## src/sv/dfc_pkg.sv

```systemverilog
// ----------------------------------------------------------------------------
// dfc_pkg - shared types and constants for the delimited field cutter
// Character codes, split modes, CSR indexes and the beat kind that the
// front end hands to the back end.
// ----------------------------------------------------------------------------
`default_nettype none

package dfc_pkg;

   localparam int NUM_RANGES_DEFAULT = 4;
   localparam int INDEX_BITS_DEFAULT = 16;
   localparam int FIFO_DEPTH_DEFAULT = 2;

   localparam int CSR_INDEX_BITS = 3;
   localparam int CSR_DATA_BITS  = 32;
   localparam int RANGE_BITS     = 16;

   localparam logic [7:0] CH_TAB    = 8'h09;
   localparam logic [7:0] CH_NL     = 8'h0A;
   localparam logic [7:0] CH_CR     = 8'h0D;
   localparam logic [7:0] CH_SPACE  = 8'h20;
   localparam logic [7:0] CH_COMMA  = 8'h2C;
   localparam logic [7:0] CH_QUOTE  = 8'h22;
   localparam logic [7:0] CH_BSLASH = 8'h5C;

   localparam logic [1:0] MODE_SINGLE = 2'd0;
   localparam logic [1:0] MODE_SPACE  = 2'd1;
   localparam logic [1:0] MODE_CSV    = 2'd2;

   localparam logic [CSR_INDEX_BITS-1:0] CSR_SPLIT_MODE = 3'd0;
   localparam logic [CSR_INDEX_BITS-1:0] CSR_DELIMITER  = 3'd1;
   localparam logic [CSR_INDEX_BITS-1:0] CSR_SKIP_EN    = 3'd2;
   localparam logic [CSR_INDEX_BITS-1:0] CSR_SKIP_BYTE  = 3'd3;
   localparam int                        CSR_RANGE_0    = 4;

   localparam logic [7:0] DELIMITER_RESET = CH_TAB;

   // What the front end decided about one accepted beat.
   typedef enum logic [1:0] {
      KIND_PASS,   // pass-through line byte, always emitted
      KIND_DATA,   // field content byte, emitted if field selected
      KIND_DELIM,  // field separator, may emit a tab
      KIND_EOL     // end of line, emits newline
   } kind_type;

   localparam int KIND_BITS = $bits(kind_type);

   typedef struct packed {
      logic [1:0] split_mode;
      logic [7:0] delimiter_char;
      logic       skip_enable;
      logic [7:0] skip_byte;
   } front_cfg_type;

endpackage

`default_nettype wire

```

## src/sv/dfc_fifo.sv

```systemverilog
// ----------------------------------------------------------------------------
// dfc_fifo - short flop queue between front and back end
// Push and pop may happen in the same cycle; full and empty come from a
// registered count.
// ----------------------------------------------------------------------------
`default_nettype none

module dfc_fifo
   import dfc_pkg::*;
#(
   parameter int WIDTH = 8,
   parameter int DEPTH = FIFO_DEPTH_DEFAULT
) (
   input  wire logic             clock,
   input  wire logic             reset,
   input  wire logic             push,
   input  wire logic [WIDTH-1:0] push_data,
   input  wire logic             pop,
   output logic      [WIDTH-1:0] pop_data,
   output logic                  full,
   output logic                  empty
);

   localparam int PTR_BITS = (DEPTH > 2) ? $clog2(DEPTH) : 1;
   localparam int CNT_BITS = $clog2(DEPTH + 1);
   localparam logic [PTR_BITS-1:0] PTR_LAST = PTR_BITS'(DEPTH - 1);
   localparam logic [CNT_BITS-1:0] CNT_FULL = CNT_BITS'(DEPTH);

   logic [WIDTH-1:0]    entry_ff [DEPTH];
   logic [PTR_BITS-1:0] wr_ptr_ff, wr_ptr_in;
   logic [PTR_BITS-1:0] rd_ptr_ff, rd_ptr_in;
   logic [CNT_BITS-1:0] count_ff, count_in;

   assign full     = (count_ff == CNT_FULL);
   assign empty    = (count_ff == '0);
   assign pop_data = entry_ff[rd_ptr_ff];

   always_comb begin
      wr_ptr_in = wr_ptr_ff;
      rd_ptr_in = rd_ptr_ff;
      count_in  = count_ff;
      if (push) begin
         wr_ptr_in = (wr_ptr_ff == PTR_LAST) ? '0 : wr_ptr_ff + 1'b1;
      end
      if (pop) begin
         rd_ptr_in = (rd_ptr_ff == PTR_LAST) ? '0 : rd_ptr_ff + 1'b1;
      end
      if (push && !pop) begin
         count_in = count_ff + 1'b1;
      end else if (pop && !push) begin
         count_in = count_ff - 1'b1;
      end
   end

   always_ff @(posedge clock) begin
      if (reset) begin
         wr_ptr_ff <= '0;
         rd_ptr_ff <= '0;
         count_ff  <= '0;
      end else begin
         wr_ptr_ff <= wr_ptr_in;
         rd_ptr_ff <= rd_ptr_in;
         count_ff  <= count_in;
      end
   end

   always_ff @(posedge clock) begin
      if (push) begin
         entry_ff[wr_ptr_ff] <= push_data;
      end
   end

endmodule

`default_nettype wire

```

## src/sv/dfc_front.sv

```systemverilog
// ----------------------------------------------------------------------------
// dfc_front - line parser
// Tracks line start, pass-through, CSV quoting and the field index, and
// tags each accepted beat with its kind and field index.
// ----------------------------------------------------------------------------
`default_nettype none

module dfc_front
   import dfc_pkg::*;
#(
   parameter int INDEX_BITS = INDEX_BITS_DEFAULT
) (
   input  wire logic                  clock,
   input  wire logic                  reset,
   input  wire front_cfg_type         cfg,
   input  wire logic                  accept,
   input  wire logic [7:0]            in_byte,
   input  wire logic                  line_end,
   output kind_type                   tag_kind,
   output logic      [7:0]            tag_byte,
   output logic      [INDEX_BITS-1:0] tag_index
);

   logic [INDEX_BITS-1:0] field_index_ff, field_index_in;
   logic                  in_quotes_ff, in_quotes_in;
   logic                  escape_ff, escape_in;
   logic                  line_start_ff, line_start_in;
   logic                  pass_ff, pass_in;

   logic is_space;
   logic delim;

   assign is_space = ((in_byte >= CH_TAB) && (in_byte <= CH_CR)) || (in_byte == CH_SPACE);

   always_comb begin
      field_index_in = field_index_ff;
      in_quotes_in   = in_quotes_ff;
      escape_in      = escape_ff;
      line_start_in  = line_start_ff;
      pass_in        = pass_ff;
      delim          = 1'b0;
      tag_kind       = KIND_DATA;
      tag_byte       = in_byte;
      tag_index      = field_index_ff;

      if (line_end) begin
         field_index_in = '0;
         in_quotes_in   = 1'b0;
         escape_in      = 1'b0;
         line_start_in  = 1'b1;
         pass_in        = 1'b0;
         tag_kind       = KIND_EOL;
      end else begin
         line_start_in = 1'b0;
         pass_in = pass_ff ||
                   (line_start_ff && cfg.skip_enable && (in_byte == cfg.skip_byte));
         if (pass_in) begin
            tag_kind = KIND_PASS;
         end else begin
            case (cfg.split_mode)
               MODE_SINGLE: delim = (in_byte == cfg.delimiter_char);
               MODE_SPACE:  delim = is_space;
               MODE_CSV: begin
                  if (escape_ff) begin
                     escape_in = 1'b0;
                  end else if (!in_quotes_ff && (in_byte == CH_COMMA)) begin
                     delim = 1'b1;
                  end else if (in_quotes_ff && (in_byte == CH_BSLASH)) begin
                     escape_in = 1'b1;
                  end else if (in_byte == CH_QUOTE) begin
                     in_quotes_in = !in_quotes_ff;
                  end
               end
               default: delim = 1'b0;  // mode 3: whole line is one field
            endcase
            if (delim) begin
               if (field_index_ff != '1) begin
                  field_index_in = field_index_ff + 1'b1;
               end
               tag_kind  = KIND_DELIM;
               tag_index = field_index_in;
            end
         end
      end
   end

   always_ff @(posedge clock) begin
      if (reset) begin
         field_index_ff <= '0;
         in_quotes_ff   <= 1'b0;
         escape_ff      <= 1'b0;
         line_start_ff  <= 1'b1;
         pass_ff        <= 1'b0;
      end else if (accept) begin
         field_index_ff <= field_index_in;
         in_quotes_ff   <= in_quotes_in;
         escape_ff      <= escape_in;
         line_start_ff  <= line_start_in;
         pass_ff        <= pass_in;
      end
   end

endmodule

`default_nettype wire

```

## src/sv/dfc_back.sv

```systemverilog
// ----------------------------------------------------------------------------
// dfc_back - field selector and output register
// Checks the field index against the ranges, tracks whether the line has
// output anything, and drives the rsp beat.
// ----------------------------------------------------------------------------
`default_nettype none

module dfc_back
   import dfc_pkg::*;
#(
   parameter int NUM_RANGES = NUM_RANGES_DEFAULT,
   parameter int INDEX_BITS = INDEX_BITS_DEFAULT
) (
   input  wire logic                     clock,
   input  wire logic                     reset,
   input  wire logic [CSR_DATA_BITS-1:0] ranges [NUM_RANGES],
   input  wire logic                     entry_valid,
   input  wire kind_type                 entry_kind,
   input  wire logic [7:0]               entry_byte,
   input  wire logic [INDEX_BITS-1:0]    entry_index,
   output logic                          entry_pop,
   output logic                          rsp_valid,
   input  wire logic                     rsp_stall,
   output logic      [7:0]               rsp_out_byte,
   output logic                          rsp_line_done
);

   localparam int CMP_BITS = (INDEX_BITS > RANGE_BITS) ? INDEX_BITS : RANGE_BITS;

   logic       valid_ff, valid_in;
   logic [7:0] byte_ff, byte_in;
   logic       done_ff, done_in;
   logic       emitted_ff, emitted_in;
   logic       selected;
   logic       emit;
   logic [CMP_BITS-1:0] idx_ext;

   assign idx_ext = CMP_BITS'(entry_index);

   always_comb begin
      selected = 1'b0;
      for (int r = 0; r < NUM_RANGES; r++) begin
         if ((idx_ext >= CMP_BITS'(ranges[r][2*RANGE_BITS-1:RANGE_BITS])) &&
             (idx_ext <  CMP_BITS'(ranges[r][RANGE_BITS-1:0]))) begin
            selected = 1'b1;
         end
      end
   end

   assign entry_pop = entry_valid && (!valid_ff || !rsp_stall);

   always_comb begin
      emit       = 1'b0;
      byte_in    = byte_ff;
      done_in    = done_ff;
      emitted_in = emitted_ff;
      case (entry_kind)
         KIND_PASS: begin
            emit    = 1'b1;
            byte_in = entry_byte;
            done_in = 1'b0;
         end
         KIND_DATA: begin
            emit    = selected;
            byte_in = entry_byte;
            done_in = 1'b0;
            if (entry_pop && selected) begin
               emitted_in = 1'b1;
            end
         end
         KIND_DELIM: begin
            emit    = emitted_ff && selected;
            byte_in = CH_TAB;
            done_in = 1'b0;
         end
         KIND_EOL: begin
            emit    = 1'b1;
            byte_in = CH_NL;
            done_in = 1'b1;
            if (entry_pop) begin
               emitted_in = 1'b0;
            end
         end
         default: emit = 1'b0;
      endcase

      if (entry_pop) begin
         valid_in = emit;
      end else begin
         valid_in = valid_ff && rsp_stall;
      end
   end

   always_ff @(posedge clock) begin
      if (reset) begin
         valid_ff   <= 1'b0;
         emitted_ff <= 1'b0;
      end else begin
         valid_ff   <= valid_in;
         emitted_ff <= emitted_in;
      end
   end

   always_ff @(posedge clock) begin
      if (entry_pop && emit) begin
         byte_ff <= byte_in;
         done_ff <= done_in;
      end
   end

   assign rsp_valid     = valid_ff;
   assign rsp_out_byte  = byte_ff;
   assign rsp_line_done = done_ff;

endmodule

`default_nettype wire

```

## src/sv/delimited_field_cut.sv

```systemverilog
// ----------------------------------------------------------------------------
// delimited_field_cut - streaming column cutter for delimited text
// Splits text lines into fields and passes on the bytes of selected fields.
// ----------------------------------------------------------------------------
// Takes one text beat per clock on req while req_stall is low (a byte, or an
// end-of-line marker with req_line_end high) and gives at most one rsp beat for
// it, in order. Fields are split on a single delimiter byte, on any whitespace,
// or CSV-style on commas outside double quotes (backslash escapes inside
// quotes); only fields whose index falls in one of the begin/end ranges are
// output, with a tab before each selected field once the line has output
// anything and a newline (rsp_line_done high) ending every line. A line whose
// first byte matches the skip byte, when enabled, goes through as is. Sustained
// rate is one beat per clock while rsp is not stalled; a result passes through
// the queue and the rsp register before it shows on rsp. The front parser
// writes a small queue (FIFO_DEPTH entries) that the back end drains into the
// rsp register, so req_stall rises only when the queue is full, i.e. after rsp
// stalls. CSRs must be written only while the block is idle (not enforced).
// ----------------------------------------------------------------------------
`default_nettype none

module delimited_field_cut
   import dfc_pkg::*;
#(
   parameter int NUM_RANGES = NUM_RANGES_DEFAULT,
   parameter int INDEX_BITS = INDEX_BITS_DEFAULT,
   parameter int FIFO_DEPTH = FIFO_DEPTH_DEFAULT
) (
   input  wire logic                      clock,
   input  wire logic                      reset,
   // config writes
   input  wire logic                      csr_write_enable,
   input  wire logic [CSR_INDEX_BITS-1:0] csr_index,
   input  wire logic [CSR_DATA_BITS-1:0]  csr_write_data,
   // text in
   input  wire logic                      req_valid,
   output logic                           req_stall,
   input  wire logic [7:0]                req_in_byte,
   input  wire logic                      req_line_end,
   // text out
   output logic                           rsp_valid,
   input  wire logic                      rsp_stall,
   output logic      [7:0]                rsp_out_byte,
   output logic                           rsp_line_done
);

   localparam int ENTRY_BITS = KIND_BITS + 8 + INDEX_BITS;

   // ---------------------------------------------------------------------
   // CSRs. Ranges at or above NUM_RANGES are not stored.
   // ---------------------------------------------------------------------
   front_cfg_type            cfg_ff;
   logic [CSR_DATA_BITS-1:0] range_ff [NUM_RANGES];

   always_ff @(posedge clock) begin
      if (reset) begin
         cfg_ff.split_mode     <= MODE_SINGLE;
         cfg_ff.delimiter_char <= DELIMITER_RESET;
         cfg_ff.skip_enable    <= 1'b0;
         cfg_ff.skip_byte      <= '0;
      end else if (csr_write_enable) begin
         case (csr_index)
            CSR_SPLIT_MODE: cfg_ff.split_mode     <= csr_write_data[1:0];
            CSR_DELIMITER:  cfg_ff.delimiter_char <= csr_write_data[7:0];
            CSR_SKIP_EN:    cfg_ff.skip_enable    <= csr_write_data[0];
            CSR_SKIP_BYTE:  cfg_ff.skip_byte      <= csr_write_data[7:0];
            default: ;  // range writes handled below
         endcase
      end
   end

   for (genvar r = 0; r < NUM_RANGES; r++) begin : g_range
      always_ff @(posedge clock) begin
         if (reset) begin
            range_ff[r] <= '0;
         end else if (csr_write_enable &&
                      (csr_index == CSR_INDEX_BITS'(CSR_RANGE_0 + r))) begin
            range_ff[r] <= csr_write_data;
         end
      end
   end

   // ---------------------------------------------------------------------
   // Front: parse and tag each accepted beat, push it into the queue.
   // ---------------------------------------------------------------------
   logic                  req_accept;
   logic                  q_full;
   logic                  q_empty;
   logic                  q_pop;
   kind_type              tag_kind;
   logic [7:0]            tag_byte;
   logic [INDEX_BITS-1:0] tag_index;
   logic [ENTRY_BITS-1:0] q_head;

   assign req_stall  = q_full;
   assign req_accept = req_valid && !q_full;

   dfc_front #(
      .INDEX_BITS (INDEX_BITS)
   ) u_front (
      .clock     (clock),
      .reset     (reset),
      .cfg       (cfg_ff),
      .accept    (req_accept),
      .in_byte   (req_in_byte),
      .line_end  (req_line_end),
      .tag_kind  (tag_kind),
      .tag_byte  (tag_byte),
      .tag_index (tag_index)
   );

   dfc_fifo #(
      .WIDTH (ENTRY_BITS),
      .DEPTH (FIFO_DEPTH)
   ) u_fifo (
      .clock     (clock),
      .reset     (reset),
      .push      (req_accept),
      .push_data ({tag_kind, tag_byte, tag_index}),
      .pop       (q_pop),
      .pop_data  (q_head),
      .full      (q_full),
      .empty     (q_empty)
   );

   // ---------------------------------------------------------------------
   // Back: select fields and drive the rsp register.
   // ---------------------------------------------------------------------
   kind_type              head_kind;
   logic [7:0]            head_byte;
   logic [INDEX_BITS-1:0] head_index;

   assign head_kind  = kind_type'(q_head[ENTRY_BITS-1 -: KIND_BITS]);
   assign head_byte  = q_head[INDEX_BITS +: 8];
   assign head_index = q_head[INDEX_BITS-1:0];

   dfc_back #(
      .NUM_RANGES (NUM_RANGES),
      .INDEX_BITS (INDEX_BITS)
   ) u_back (
      .clock         (clock),
      .reset         (reset),
      .ranges        (range_ff),
      .entry_valid   (!q_empty),
      .entry_kind    (head_kind),
      .entry_byte    (head_byte),
      .entry_index   (head_index),
      .entry_pop     (q_pop),
      .rsp_valid     (rsp_valid),
      .rsp_stall     (rsp_stall),
      .rsp_out_byte  (rsp_out_byte),
      .rsp_line_done (rsp_line_done)
   );

endmodule

`default_nettype wire

```

## config.mk

```make
export PLATFORM = sky130hd
export DESIGN_NAME = delimited_field_cut
export DESIGN_NICKNAME = d
export VERILOG_FILES = /design/src/sv/dfc_pkg.sv /design/src/sv/dfc_fifo.sv /design/src/sv/dfc_front.sv /design/src/sv/dfc_back.sv /design/src/sv/delimited_field_cut.sv
export SDC_FILE = /design/constraint.sdc
export NUM_CORES = 1
export LEC_CHECK = 0
export ABC_CLOCK_PERIOD_IN_PS = 6700
export BUFFER_PORTS_ARGS = -buffer_cell sky130_fd_sc_hd__buf_2
export CAP_MARGIN = 25
export CORE_ASPECT_RATIO = 2
export CORE_MARGIN = 2
export CORE_UTILIZATION = 40
export CTS_CLUSTER_DIAMETER = 100
export DETAILED_ROUTE_END_ITERATION = 8
export PLACE_DENSITY = 0.65
export SYNTH_ARGS = -nofsm -noshare
export SYNTH_HDL_FRONTEND = slang
export SYNTH_SLANG_ARGS = --single-unit
```

## constraint.sdc

```tcl
create_clock -name clock -period 6.7 [get_ports clock]
set_input_delay 0.335 -clock clock [delete_from_list [all_inputs] [get_ports clock]]
set_output_delay 0.335 -clock clock [all_outputs]
set_load 0.02 [all_outputs]
```

# Word level (Yosys, flattened, before mapping)
# Memories as Yosys holds them, arrays and structs flattened. A register that Yosys moved wholly into a read port is not among the register bits.
# Cells that the tools add are included.
totals:
  ff_bits: 182
  output_inout_bits: 11
  memories: 1
  ramBits: 52
classes:
  magnitude_cmp: 10
  n_reduce_logical: 49
  n_addsub: 5
  eq_ne: 26
  n_mux: 47
mem_list:
  columns: ["memory", "words", "width", "read_ports", "rd_ports_with_merged_regs", "write_ports", "line", "source"]
  rows:
  - ["u_fifo.entry_ff", 2, 26, 1, 1, 1, "dfc_fifo.sv:29", "logic [WIDTH-1:0] entry_ff [DEPTH];"]
ops:
  columns: ["op", "count"]
  rows:
  - ["$mux W16", 5]
  - ["$ge A16 B16 Y1", 4]
  - ["$lt A16 B16 Y1", 4]
  - ["$mux W1", 32]
  - ["$eq A8 B6 Y1 const B", 3]
  - ["$pmux W8 S3", 1]
  - ["$logic_and A1 B1 Y1", 21]
  - ["$add A16 B1 Y16 const B", 1]
  - ["$eq A8 B8 Y1", 2]
  - ["$ne A16 B16 Y1 const B", 1]
  - ["$eq A3 B3 Y1 const B", 4]
  - ["$mux W2", 5]
  - ["$eq A2 B2 Y1 const B", 4]
  - ["$eq A8 B7 Y1 const B", 1]
  - ["$ge A8 B4 Y1 const B", 1]
  - ["$le A8 B4 Y1 const B", 1]
  - ["$ne A2 B2 Y1 const B", 4]
  - ["$reduce_and A2 Y1", 4]
  - ["$reduce_bool A2 Y1", 4]
  - ["$logic_not A1 Y1", 7]
  - ["$reduce_and A7 Y1", 1]
  - ["$eq A3 B2 Y1 const B", 2]
  - ["$logic_not A2 Y1", 3]
  - ["$pmux W1 S3", 2]
  - ["12 further kinds", 20]

# Depth between registers and ports, before layout
logic_depth:
  depth_word: 10
  depth_mapped: 12
  depth_no_buf: 10

# Modules after synthesis
# A second synthesis with hierarchy kept.
hier_totals:
  cells_unflattened: 1359
  area_unflattened_um2: 13598.0
by_module_without_submodules:
  columns: ["mod", "instances", "area_each_um2", "seq_area_each_um2", "cells_per_inst"]
  rows:
  - ["delimited_field_cut", 1, 5918.2, 2942.8, 528]
  - ["dfc_back", 1, 3617.2, 310.3, 459]
  - ["dfc_fifo", 1, 2082.0, 1661.6, 103]
  - ["dfc_front", 1, 1980.6, 400.4, 269]

# Worst setup path after synthesis
# OpenSTA, ideal clock, no wires.
synth_timing:
  path_type: "flip-flop to flip-flop"
  startpoint: "register with a tool-made name"
  endpoint: "register u_back.done_ff, in the netlist u_back.rsp_line_done (enable)"
  path_stages_with_launch: 13
  setup_ps: 378
  period_less_slack_ps: 3970
  n_path_buf: 2
  required_ps: 6322
  t_arrival_ps: 3592
  setup_slack_ps: 2730
  cell_sequence: "dfxtp_1 clkbuf_1 clkbuf_1 mux2_2 ha_1 a21oi_1 nand2_1 a2111oi_0 nor2_1 a2111oi_0 nor4_1 or2_2 a21oi_1"
synth_lines:
  columns: ["item", "line", "source"]
  rows:
  - ["end signal: assignment", "dfc_back.sv:107", "done_ff <= done_in;"]
  - ["end: declaration", "dfc_back.sv:32", "logic done_ff, done_in;"]

==> flow_metrics.tcl <==
set metrics [dict create \
    placed_area_mm2 0.0130 \
    multiInputGateArea_mm2 0.00637 \
    ys_ff_latch 235 \
    arrival_ns 4.73 \
    gp_congestion 0.914 \
    synthTopCellsByCount "nand2_1 (327), a21oi_1 (184), dfxtp_1 (174)" \
    synth.cell_area_mm2 0.0124 \
    antenna_found_initial 0 \
    dieArea_mm2 0.0326 \
    relSlewSlack 0.350 \
    ctsResizeCount 0 \
    syn_inst 1448 \
    tightest_slew_ns 0.971 \
    area_growth_pct 10.6 \
    drt-total-wl_mm 37.0 \
    muxShareOfSynthArea 0.0341 \
    required_ns 6.91 \
    post-place-ws_ns 2.12 \
    grtUsageTotal 0.226 \
    fmax_mhz 221 \
    wire_per_inst_um 19.9 \
    synthTopCellsByArea "dfxtp_1 (28%), edfxtp_1 (15%), ha_1 (13%)" \
    start_util 0.405 \
    yosysMostFrequentCell "nand2_1" \
    fin_tns_setup_ns 0 \
    clkLatencyLatePin_ns 0.52 \
    total_power_w 0.00429 \
    holdPathEnd "range_ff[17]" \
    ys.warnings.count 0 \
    drtIter0Drc 549 \
    ys_types 65 \
    cts_made_buffers 22 \
    r2r_cells 11 \
    core_area_mm2 0.0307 \
    synth_edf_count 61 \
    synth-xor-area-share 0.0218 \
    yosysTopAreaCellShare 0.280 \
    drv_cap 0 \
    clockRootBuffer "clkbuf_16" \
    final_area_mm2 0.0138 \
    synth_fp_nets 1626 \
    min_path_type "primary input to register" \
    finalNetCount 1652 \
    avgSynthCellArea_um2 8.59 \
    placed_cells 1822 \
    diodes 0 \
    timing_hold_violations_final 0 \
    fillers 3036 \
    crit_chain "buf_4 -> mux2i_1 -> ha_1 -> nand2b_1 -> a211oi_1 -> o211a_1 -> o21ai_0 -> and4_1 -> nor4_1 -> or2_2 -> a21oi_1" \
    synth_top_family_by_area "simple AND/OR/NAND/NOR gates" \
    drc 0 \
    synth_ff_type "dfxtp_1" \
    critPathSlowestCell "mux2i_1" \
    cts_max_path_buffers 3 \
    cts_tree "done" \
    cts.clk_slew.worst_paths_ns 0.07 \
    p_leak_nw 4.91 \
    dp_hpwl_mm 27.2 \
    min_period_ns 4.52 \
    grt_pass1_wl_mm 55.8 \
    yosys.area_share.simple 0.190 \
    synth_fa_ha_area_frac 0.130 \
    ir_worst_vdd_mv 0.171 \
    first_global_vias 10300 \
    synth_compound_area_frac 0.135 \
    grt_setup_unrepaired "no" \
    async_reset_ff_frac 0 \
    regArea_mm2 0.00532 \
    max_stage_delay_ns 0.75 \
    antenna_left 0 \
    synth_seq_area_share 0.427 \
    status "finished, final reports clean" \
    die_x_um 129 \
    fp-row-count 91 \
    powerDensity_mw_per_mm2 311 \
    critPathMaxFanout 26 \
    hold_depth 3 \
    grt_max_degree 71 \
    setup_violations 0 \
    cp-start-kind "register" \
    worst_setup_path_end_kind "register" \
    cts_setup_buffers 0 \
    drive_gt1_frac 0.0933 \
    crit_buf_inv 1 \
    via_per_inst 5.56 \
    crit_type "register to register" \
    ios 60 \
    fin_cells 1862 \
    cts.sinks 235 \
    io_buffers 59 \
    dieHeight_um 253 \
    vias 10300 \
    min_from "csr_write_data[17]" \
    yosys.area.top_type "dfxtp_1" \
    ctsHoldBuffers 0 \
    grt_overflow_total 0 \
    fin_skew_ns 0.0142 \
    drtPass1Iterations 5 \
    r2r_end "u_back.rsp_out_byte[4]" \
    drv_slew 0 \
    worst_path_dominant_cell_family "simple AND/OR/NAND/NOR gates" \
    min_period_over_period 0.674 \
    htreeDepth 1 \
    reg2reg_slack_ns 2.18 \
    layout_setup_ws_ns 2.18 \
]
## routing by layer
layer	vias to the layer above	GRT usage	wire (um)	part of all wire
li1	5010	-	-	-
met4	0	0.204	3770	0.10
met2	271	0.421	19600	0.53
met3	153	0.0279	1370	0.037
met5	-	0	0	0
met1	4912	0.208	12300	0.33
## how the worst max path moves through the flow
stage	cells after the start	end	start	slack (ns)
2_1_floorplan	12	u_back.rsp_line_done	register	2.73
5_1_grt	11	u_back.rsp_out_byte[4]	register	1.92
4_1_cts	11	u_back.rsp_out_byte[6]	register	2.09
3_5_place_dp	11	u_back.rsp_out_byte[6]	register	2.12
6_report	11	u_back.rsp_out_byte[4]	register	2.18
3_3_place_gp	11	u_back.rsp_out_byte[4]	register	2.10
## cell families (layout without fill, tap and decap cells)
kind of cell    after synthesis  in the layout
fa+ha+maj                   129            129
flops                       235            235
buf+inv                     200            242
compound gates              289            289
simple gates                524            524
xor+xnor                     31             31
mux                          40             40
## power breakdown
part / internal, W / total, W / switching [W]
clock network: 0.000735 / 0.00129 / 0.000560
logic: 0.000522 / 0.00137 / 0.000844
registers: 0.00158 / 0.00163 / 0.0000428
## sequential cells by signal (all words and copies together), names as in the netlist, named ones only
| signal | cells |
|---|---|
| u_fifo.rd_ptr_ff | 1 |
| u_front.field_index_ff | 16 |
| u_back.rsp_line_done | 1 |
| cfg_ff | 19 |
| u_front.line_start_ff | 1 |
| range_ff | 128 |
| u_back.emitted_ff | 1 |
| u_fifo.entry_ff | 52 |
| u_front.pass_ff | 1 |
| u_fifo.wr_ptr_ff | 1 |
| u_front.escape_ff | 1 |
| u_front.in_quotes_ff | 1 |
| u_back.rsp_out_byte | 8 |
| u_fifo.count_ff | 2 |
| u_back.rsp_valid | 1 |
## through the flow
| step | hold slack (ns) | utilization |
|---|---|---|
| after detailed placement | 0.447 | 0.424 |
| final | 0.0809 | 0.448 |
| after global routing | 0.0811 | 0.448 |
| after CTS | 0.0663 | 0.448 |
| after floorplan | 0.423 | - |
| after global placement | 0.440 | 0.424 |
## tightest hold or removal path, cell delays in order
cell and delay, ns:
buf_2 0.12, nand2_1 0.05, a21oi_1 0.05
## cell type report
type	count	share of cell area
clock buffers	28	0.0447
clock inverters	12	0.00918
inverters	132	0.0360
multi-input cells	1013	0.463
flip-flops and latches	235	0.386
well taps	372	0.0338
repair buffers	70	0.0276
## layout by cell type, fill, tap and decap left out, types with 21 or more instances in the layout
cell type,instances
ha_1,129
clkbuf_16,24
edfxtp_1,61
nand3_1,31
buf_2,58
nand2_1,327
mux2i_1,21
inv_1,130
nor2_1,41
o21ai_0,26
a21oi_1,184
dfxtp_1,174
Power figures use the tool's default switching activity.
